`config.mk`:
```
export PLATFORM = sky130hd
export DESIGN_NAME = mcf_ram
export DESIGN_NICKNAME = d
export VERILOG_FILES = /design/src/sv/multichannel_fir_filter_defines.svh /design/src/sv/mcf_ram.sv
export SDC_FILE = /design/constraint.sdc
export NUM_CORES = 1
export LEC_CHECK = 0
export CAP_MARGIN = 20
export CELL_PAD_IN_SITES_DETAIL_PLACEMENT = 1
export CELL_PAD_IN_SITES_GLOBAL_PLACEMENT = 1
export CORE_ASPECT_RATIO = 1.25
export CORE_MARGIN = 4
export CORE_UTILIZATION = 40
export DETAILED_ROUTE_END_ITERATION = 7
export DONT_BUFFER_PORTS = 1
export PLACE_DENSITY_LB_ADDON = 0.08
export SYNTH_ARGS = -nofsm -noshare
export SYNTH_HDL_FRONTEND = slang
export SYNTH_SLANG_ARGS = --single-unit
```
`constraint.sdc`:
```
create_clock -name clk -period 3.7 [get_ports clk]
set_input_delay 0.925 -clock clk [delete_from_list [all_inputs] [get_ports clk]]
set_output_delay 0.925 -clock clk [all_outputs]
set_load 0.05 [all_outputs]
```
`src/sv/multichannel_fir_filter_defines.svh`:
```
// Assertion macros shared by the multichannel FIR filter RTL
`ifndef MULTICHANNEL_FIR_FILTER_DEFINES_SVH
`define MULTICHANNEL_FIR_FILTER_DEFINES_SVH
`ifndef SYNTH
// checked on clk, skipped while rst_n is low
`define MCF_ASSERT(label, prop, msg) \
  label: assert property (@(posedge clk) disable iff (!rst_n) prop) else $error(msg);
// checked on clk, reset included
`define MCF_ASSERT_RST(label, prop, msg) \
  label: assert property (@(posedge clk) prop) else $error(msg);
`else
`define MCF_ASSERT(label, prop, msg)
`define MCF_ASSERT_RST(label, prop, msg)
`endif
`endif

```
`src/sv/mcf_ram.sv`:
```
// Generic single-write, single-read RAM with registered read data
`default_nettype none
module mcf_ram #(
  parameter int WIDTH = 16,
  parameter int DEPTH = 64
) (
  input  logic                                   clk,
  input  logic                                   we,
  input  logic [(DEPTH > 1 ? $clog2(DEPTH) : 1)-1:0] waddr,
  input  logic [WIDTH-1:0]                       wdata,
  input  logic [(DEPTH > 1 ? $clog2(DEPTH) : 1)-1:0] raddr,
  output logic [WIDTH-1:0]                       rdata
);
  logic [WIDTH-1:0] mem [DEPTH];

  always_ff @(posedge clk) begin
    if (we) begin
      mem[waddr] <= wdata;
    end
    rdata <= mem[raddr];
  end
endmodule
`default_nettype wire

```
==> reports/metrics.yaml <==
timing:
  setup_slack_ns: 1.14
  tightest_slew_ns: 1.19
  fmax_mhz: 390
  max_slew_margin: 0.206
  drv_slew: 0
  setup_viol: 0
  skew_ns: 0.0235
  rsz0062_at_grt: "false"
  hold_violations: 0
  finalCritPeriodShare: 0.693
  tns_ns: 0
  fin_crit_ns: 2.56
  timing.hold.ws_ns: 0.348
logic_synthesis:
  synth.distinct_cells: 43
  synth-async-reset-ratio: 0
  ys_warn_count: 0
  ys_seq_area_frac: 0.776
  syn_inst: 1829
  netlist_area_mm2: 0.0400
  ys_ff_latch: 1040
  synth_edf_count: 1024
  synth_ff_type: "edfxtp_1"
  synth_area_per_cell_um2: 21.9
  syn_nets: 1859
floorplan:
  fp.dieH_um: 362
  core_region_area_mm2: 0.0991
  num_io_pins: 46
  die_w_um: 291
  dieArea_mm2: 0.105
  std_cell_rows: 129
  initial_core_util: 0.404
place:
  io_buffers: 0
  place_congestion: 0.757
  hpwlAfterDp_mm: 63.0
  dp_slack_ns: 0.642
  place_area_mm2: 0.0418
route:
  dr_total_vias: 18700
  ant_nets: 0
  routed_wl_mm: 108
  vias_per_cell: 5.61
  dr.pass1.iters: 5
  wire_per_inst_um: 32.3
  drc: 0
  drt_iter0_drc: 1503
pwr:
  irDropWorstVdd_v: 0.000414
  finalPower_mw: 24.7
  power.leakage_nw: 14.2
  powerDensity_mw_per_mm2: 545
flow_run:
  maxCapViolations: 0
global_route:
  grt_antenna_before_repair: 4
  grt.overflow.total: 0
  grt_usage: 0.206
  grt_max_degree: 261
  grt_first_pass_wirelength_mm: 155
  grt_pass1_vias: 19900
critical_path:
  critical-path-top-delay-family: "compound AO/OA/AOI/OAI gates"
  cp_num_buf_inv: 0
  cp_max_fo: 140
  cp.required_ns: 4.20
  crit_path_max_incr_delay_ns: 1.02
  critical-path-slowest-cell: "a221oi_1"
  crit_type: "input pin to register"
  crit_top_cell: "a221oi_1"
  crit_chain: "nand2_4 -> a211oi_1 -> a221oi_1 -> a221oi_1 -> a311oi_1"
  crit_path_start_kind: "input pin"
  cp_data_arrival_time_ns: 3.06
  endpoint_kind: "register"
cells_and_area:
  drive_above_1_share: 0.256
  finish.net_count: 1972
  mostFrequentLayoutCell: "edfxtp_1"
  stdcell_area_mm2: 0.0453
  areaGrowthSynthToFinish_pct: 13.0
  final_cell_mix: "1024 x edfxtp_1, 220 x mux4_2, 110 x buf_4"
  fillers: 8950
clock_network:
  clockRootBuffer: "clkbuf_16"
  clk_latency_ns: 0.67
  htreeDepth: 3
  numCtsBuffers: 105
  cts.sinks: 1040
  post_cts_buffers: 0
  clk_pin_slew_ns: 0.06
  cts_resized: 0
  cts_buffer_depth: 3
  cts_tree: "built"
  postCtsHoldBufs: 0
min_path:
  hp-class: "input pin to register"
status:
  status: "finished, final reports clean"
==> logic make-up (layout without fill, tap and decap cells) <==
group	Yosys count	after routing	synth area share
compound gates	129	129	0.0241
buf+inv	104	306	0.0183
flops	1040	1040	0.776
mux	336	336	0.155
other cells	0	2	0
simple gates	220	220	0.0265
==> synthesized netlist by cell type, types with 12 or more instances <==
cell | number | area (um^2)
nand4_1 | 12 | 75.1
buf_4 | 13 | 97.6
nor2b_1 | 30 | 188
edfxtp_1 | 1024 | 30700
nor2_1 | 72 | 270
a21oi_1 | 17 | 85.1
a22oi_1 | 39 | 293
buf_2 | 36 | 180
dfxtp_1 | 16 | 320
buf_6 | 17 | 191
mux2_2 | 27 | 304
nand3_1 | 24 | 120
nand2_1 | 59 | 221
mux2i_1 | 85 | 851
mux4_2 | 220 | 4950
a221oi_1 | 16 | 140
clkbuf_1 | 24 | 90.1
==> worst reg2reg max path, delay by kind of cell (launching register included) <==
kind / cells / cell delay [ns]
AOI/OAI and AO/OA: 2 / 1.08
DFF: 1 / 0.37
muxes: 2 / 0.79
==> area by class of cell <==
type                            instances  area (um^2)  share of cell area
Multi-Input combinational cell        685         8250               0.182
Clock buffer                          127         2740              0.0605
Timing Repair Buffer                  110          826              0.0182
Antenna cell                            2         5.00            0.000111
Sequential cell                      1040        31100               0.686
Tap cell                             1310         1640              0.0362
Clock inverter                         69          731              0.0161
==> final timing paths <==
| kind | start | endpoint | slack [ns] | depth (start not counted) |
|---|---|---|---|---|
| max | raddr[1] | rdata[0] | 1.14 | 5 |
| min reg2reg | mem[38][12] | rdata[12] | 0.91 | 4 |
| min | wdata[12] | mem[24][12] | 0.35 | 0 |
| max reg2reg | mem[60][0] | rdata[0] | 1.29 | 4 |
==> state kept, by name, indices dropped and copies added, names as in the netlist <==
name / flops
rdata: 16
mem: 1024
==> stage by stage <==
step	util	std cells
global route	0.457	3341
floorplan	-	1829
global placement	0.422	3145
finish	0.457	3343
detailed placement	0.422	3145
CTS	0.457	3341
==> power by group <==
group | internal, mW | switching [mW] | total, mW
sequential | 13.0 | 0.152 | 13.2
combinational | 0.380 | 0.350 | 0.730
clock | 6.26 | 4.49 | 10.7
total | 19.7 | 4.99 | 24.7
==> routing by layer <==
| metal | global-route usage | wire length, um | vias to the layer above |
|---|---|---|---|
| met3 | 0.0398 | 5890 | 97 |
| met2 | 0.355 | 55100 | 439 |
| li1 | - | - | 7913 |
| met4 | 0.0449 | 1680 | 0 |
| met1 | 0.275 | 45400 | 10300 |
| met5 | 0 | 0 | - |
(Power assumes the default switching activity.)
