===== src/sv/multichannel_fir_filter_defines.svh =====
// Assertion macros shared by the multichannel FIR filter RTL
`ifndef MULTICHANNEL_FIR_FILTER_DEFINES_SVH
`define MULTICHANNEL_FIR_FILTER_DEFINES_SVH
`ifndef SYNTH
// checked on clk, skipped while rst_n is low
`define MCF_ASSERT(label, prop, msg) \
  label: assert property (@(posedge clk) disable iff (!rst_n) prop) else $error(msg);
// checked on clk, reset included
`define MCF_ASSERT_RST(label, prop, msg) \
  label: assert property (@(posedge clk) prop) else $error(msg);
`else
`define MCF_ASSERT(label, prop, msg)
`define MCF_ASSERT_RST(label, prop, msg)
`endif
`endif


===== src/sv/mcf_pkg.sv =====
// Constants and types of the multichannel FIR filter
`default_nettype none
package mcf_pkg;

  localparam int TAPS         = 41;
  localparam int CHANNELS     = 8;
  localparam int SAMPLE_WIDTH = 16;
  localparam int COEF_WIDTH   = 16;

  localparam int COEF_FRAC = COEF_WIDTH - 2;
  localparam int ACC_W     = 64;
  localparam int PROD_W    = SAMPLE_WIDTH + COEF_WIDTH;

  localparam int CH_W    = 3;
  localparam int IDX_W   = 6;
  localparam int TAP_W   = $clog2(TAPS);
  localparam int HADDR_W = CH_W + TAP_W;
  localparam int HIST_DEPTH = 1 << HADDR_W;

  localparam logic [TAP_W-1:0] TAP_LAST = TAP_W'(TAPS - 1);

  localparam logic FUNC_SAMPLE = 1'b0;
  localparam logic FUNC_COEF   = 1'b1;

  typedef struct packed {
    logic clr;
    logic rd_v;
    logic last;
  } mac_ctl_t;

  typedef struct packed {
    logic                    done;
    logic                    clipped;
    logic [SAMPLE_WIDTH-1:0] fx;
    logic [SAMPLE_WIDTH-1:0] fy;
  } mac_res_t;

endpackage
`default_nettype wire


===== src/sv/mcf_mac.sv =====
// Shared multiply-accumulate for x and y with rounding and saturation
`default_nettype none
module mcf_mac (
  input  logic                                    clk,
  input  logic                                    rst_n,
  input  mcf_pkg::mac_ctl_t                       ctl,
  input  logic signed [mcf_pkg::COEF_WIDTH-1:0]   coef,
  input  logic signed [mcf_pkg::SAMPLE_WIDTH-1:0] hist_x,
  input  logic signed [mcf_pkg::SAMPLE_WIDTH-1:0] hist_y,
  output mcf_pkg::mac_res_t                       res
);
  import mcf_pkg::*;

  localparam logic signed [ACC_W-1:0] ONE      = ACC_W'(1);
  localparam logic signed [ACC_W-1:0] RND_HALF = ONE <<< (COEF_FRAC - 1);
  localparam logic signed [ACC_W-1:0] SAT_MAX  = (ONE <<< (SAMPLE_WIDTH - 1)) - ONE;
  localparam logic signed [ACC_W-1:0] SAT_MIN  = -SAT_MAX - ONE;

  logic                     m_v_r;
  logic                     m_last_r;
  logic                     a_last_r;
  logic signed [PROD_W-1:0] prod_x_nxt;
  logic signed [PROD_W-1:0] prod_y_nxt;
  logic signed [PROD_W-1:0] prod_x_r;
  logic signed [PROD_W-1:0] prod_y_r;
  logic signed [ACC_W-1:0]  acc_x_r;
  logic signed [ACC_W-1:0]  acc_y_r;
  logic [SAMPLE_WIDTH:0]    sat_x;
  logic [SAMPLE_WIDTH:0]    sat_y;

  // {clip, value}: round half up, arithmetic shift, clamp to sample range
  function automatic logic [SAMPLE_WIDTH:0] round_sat(input logic signed [ACC_W-1:0] acc);
    logic signed [ACC_W-1:0] rnd;
    logic signed [ACC_W-1:0] shf;
    logic [SAMPLE_WIDTH:0]   r;
    rnd = acc + RND_HALF;
    shf = rnd >>> COEF_FRAC;
    if (shf > SAT_MAX) begin
      r = {1'b1, SAT_MAX[SAMPLE_WIDTH-1:0]};
    end else if (shf < SAT_MIN) begin
      r = {1'b1, SAT_MIN[SAMPLE_WIDTH-1:0]};
    end else begin
      r = {1'b0, shf[SAMPLE_WIDTH-1:0]};
    end
    return r;
  endfunction

  always_comb begin
    prod_x_nxt = coef * hist_x;
    prod_y_nxt = coef * hist_y;
  end

  always_ff @(posedge clk) begin
    if (!rst_n) begin
      m_v_r    <= 1'b0;
      m_last_r <= 1'b0;
      a_last_r <= 1'b0;
    end else begin
      m_v_r    <= ctl.rd_v;
      m_last_r <= ctl.last;
      a_last_r <= m_v_r && m_last_r;
    end
  end

  always_ff @(posedge clk) begin
    prod_x_r <= prod_x_nxt;
    prod_y_r <= prod_y_nxt;
    if (ctl.clr) begin
      acc_x_r <= '0;
      acc_y_r <= '0;
    end else if (m_v_r) begin
      acc_x_r <= acc_x_r + ACC_W'(prod_x_r);
      acc_y_r <= acc_y_r + ACC_W'(prod_y_r);
    end
  end

  always_comb begin
    sat_x       = round_sat(acc_x_r);
    sat_y       = round_sat(acc_y_r);
    res.done    = a_last_r;
    res.clipped = sat_x[SAMPLE_WIDTH] | sat_y[SAMPLE_WIDTH];
    res.fx      = sat_x[SAMPLE_WIDTH-1:0];
    res.fy      = sat_y[SAMPLE_WIDTH-1:0];
  end
endmodule
`default_nettype wire


===== config.mk =====
export PLATFORM = sky130hd
export DESIGN_NAME = mcf_mac
export DESIGN_NICKNAME = d
export VERILOG_FILES = /design/src/sv/multichannel_fir_filter_defines.svh /design/src/sv/mcf_pkg.sv /design/src/sv/mcf_mac.sv
export SDC_FILE = /design/constraint.sdc
export NUM_CORES = 2
export LEC_CHECK = 0
export ABC_AREA = 1
export BUFFER_PORTS_ARGS = -buffer_cell sky130_fd_sc_hd__buf_4
export CAP_MARGIN = 20
export CORE_MARGIN = 2
export CORE_UTILIZATION = 53
export CTS_CLUSTER_SIZE = 12
export DETAILED_ROUTE_END_ITERATION = 6
export PLACE_DENSITY = 0.72
export SYNTH_ARGS = -nofsm -noshare
export SYNTH_HDL_FRONTEND = slang
export SYNTH_SLANG_ARGS = --single-unit

===== constraint.sdc =====
create_clock -name clk -period 7.22 [get_ports clk]
set_input_delay 0.722 -clock clk [delete_from_list [all_inputs] [get_ports clk]]
set_output_delay 0.722 -clock clk [all_outputs]
set_load 0.01 [all_outputs]

==> metrics.cfg <==
[die]
die_area_sq_mm=0.0770
die_y_microns=278
initial_utilization_pct=53.4
io_pins=87
die_x_microns=278
num_rows=100
core-area_sq_mm=0.0743

[yosys]
ys_ff_latch=195
synth_edf_count=0
syn-num-nets=6837
yosys.area.top_type_share_pct=26.5
synth.distinct_cells=42
ys_top_cells_by_area=fa_1 27%, inv_1 14%, nand2_1 13%
yosysSeqAreaShare_pct=9.84
ys.flop_type=dfxtp_1
synth_cells=5966
synth_largest_area_cell=fa_1
synth_warnings=0
syn_area_per_cell_sq_um=6.65
netlist_area_sq_mm=0.0397
async_flop_share_pct=0

[timing]
rsz0062_at_grt=false
slew_viol_final=0
hold_violations=0
setup_violations=0
setup_slack_ns=1.08
fmax_mhz=163
skew_ns=0.0209
min_period_ns=6.14
setup_tns_ns=0
relSlewSlack_pct=25.1
tightest_slew_ns=1.12
fin_crit_sh_pct=85.1

[cells_and_area]
nets=6792
synthToLayoutAreaGrowth_pct=4.89
final_cell_mix=1437 x inv_1, 1408 x nand2_1, 651 x nor2_1, 526 x fa_1, 327 x a21oi_1
finalNonFillerCells=6904
utilization_pct=56.0
mostFrequentLayoutCell=inv_1
fillerInstances=7486
drive_above_1_share_pct=2.95

[cts]
cts_num_sinks=195
cts_root_buffer=clkbuf_16
postCtsSetupBuffers=0
cts_tree=done
clkTransAtPathRegs_ns=0.10
hold_buffers=0
clkLatencyLatePin_ns=0.48
htree_levels=4
clock_path_buffers=2
cts_buffers=17
cts_resized=0

[critical_path]
cp-end-kind=flip-flop
arrival_ns=6.52
ff2ff_setup_slack_ns=3.88
cp_common_cell=fa_1
path_max_fanout=32
cp_slowest_cell=fa_1
worst_path_largest_cell_delay_ns=0.60
criticalPathCategory=primary input to flip-flop
crit_family=adder cells
crit_chain=buf_4 > nand2_1 > inv_1 > fa_1 > inv_1 > fa_1 > inv_1 > fa_1 > fa_1 > fa_1 > inv_1 > fa_1 > inv_1 > ha_1 > a21oi_1 > o21ai_0 > a21oi_1 > nand3_1 > a21o_1 > a21boi_0 > o21ai_0 > xor2_1
cp_num_buf_inv=6
cp_data_required_time_ns=7.59
start_kind=primary input

[routing]
num_vias=36900
drt-initial-drc-count=3069
drt_first_pass_iters=7
drtAntennaViolNets=0
avgRoutedWirePerCell_microns=17.4
viasPerCell=5.35
post-route-drc-count=0
postRouteWirelength_microns=120000

[global_routing]
grt_pass1_vias=36300
grt_max_degree=88
grt_overflow_total=0
antenna_found_initial=1
grtUsageTotal_pct=31.4
grt_pass1_wl_microns=192000

[min_path]
hp-class=primary input to flip-flop

[placement]
io_buffers=86
dpl_worst_slack_ns=0.582
placedCellCount=6871
dp_hpwl_microns=98700
place_congestion=1.03

[status]
status=finished, final reports clean

[flow_run]
maxCapViolCount=0

[tightest hold or removal path, cell delays in order]
cell	delay (ns)
buf_4	0.08
nand2_1	0.04
inv_1	0.04
[kinds of logic after synthesis]
family,after synthesis,share of synthesized area [%]
and+or+nand+nor,2422,24.8
buffers and inverters,1596,15.2
adders and majority gates,818,35.8
AOI/OAI and AO/OA,747,10.3
DFF,195,9.84
xor gates and xnor gates,188,4.15
[cells in the mapped netlist, types with 4 or more instances]
cell type	number
nor4_1	16
xnor2_1	66
nor2_4	11
a21oi_1	327
o21bai_1	32
o211ai_1	17
nand2_1	1408
nand4_1	70
a211oi_1	4
o21ai_0	272
or2_2	6
buf_1	7
o21a_1	15
a21o_1	34
and2_1	6
clkbuf_1	144
a31oi_1	30
nand3_1	186
a21boi_0	8
ha_1	292
nand3b_1	9
dfxtp_1	195
nor2_1	651
xor2_1	122
nor2_2	17
inv_1	1438
nand3_2	5
nor3_1	25
fa_1	526
nand2_2	6
[state kept, by name, summed over array words and instances, names as in the netlist]
name	cells
acc_y_r	64
prod_y_r	32
prod_x_r	32
acc_x_r	64
m_last_r	1
a_last_r	1
m_v_r	1
[stage by stage]
step	instance area, sq um	hold slack (ns)
after floorplan	39700	0.437
after global placement	41000	0.443
after detailed placement	41000	0.451
after CTS	41600	0.404
after global routing	41600	0.416
final	41600	0.421
[cell type report]
type / instances / area (sq um) / area share [%]
clock inverter: 15 / 213 / 0.511
multi-input combinational: 4175 / 29700 / 71.5
clock buffer: 17 / 425 / 1.02
timing repair buffer: 92 / 691 / 1.66
tap: 969 / 1210 / 2.91
sequential: 195 / 3910 / 9.40
inverter: 1440 / 5410 / 13.0
antenna: 1 / 2.50 / 0.00602
[layer usage]
metal  up-vias  global-route usage, %  wire length (microns)
met4         2                   9.22                   3510
li1      17900                      -                      -
met1     17400                   43.1                  52100
met5         -                      0                     13
met3       218                   4.03                   9470
met2      1402                   51.8                  55000
[worst paths after layout]
check,start,endpoint,cells past startpoint
max reg2reg,prod_y_r[31]$_DFF_P_,acc_y_r[49]$_SDFFE_PP0P_,12
min,ctl[1],m_v_r$_SDFF_PN0_,3
min reg2reg,m_last_r$_SDFF_PN0_,a_last_r$_SDFF_PN0_,1
max,coef[15],prod_y_r[28]$_DFF_P_,22
Power is left out: the tool's default activity adds up to more than one toggle a clock period on the data nets, which glitch-free logic cannot reach.
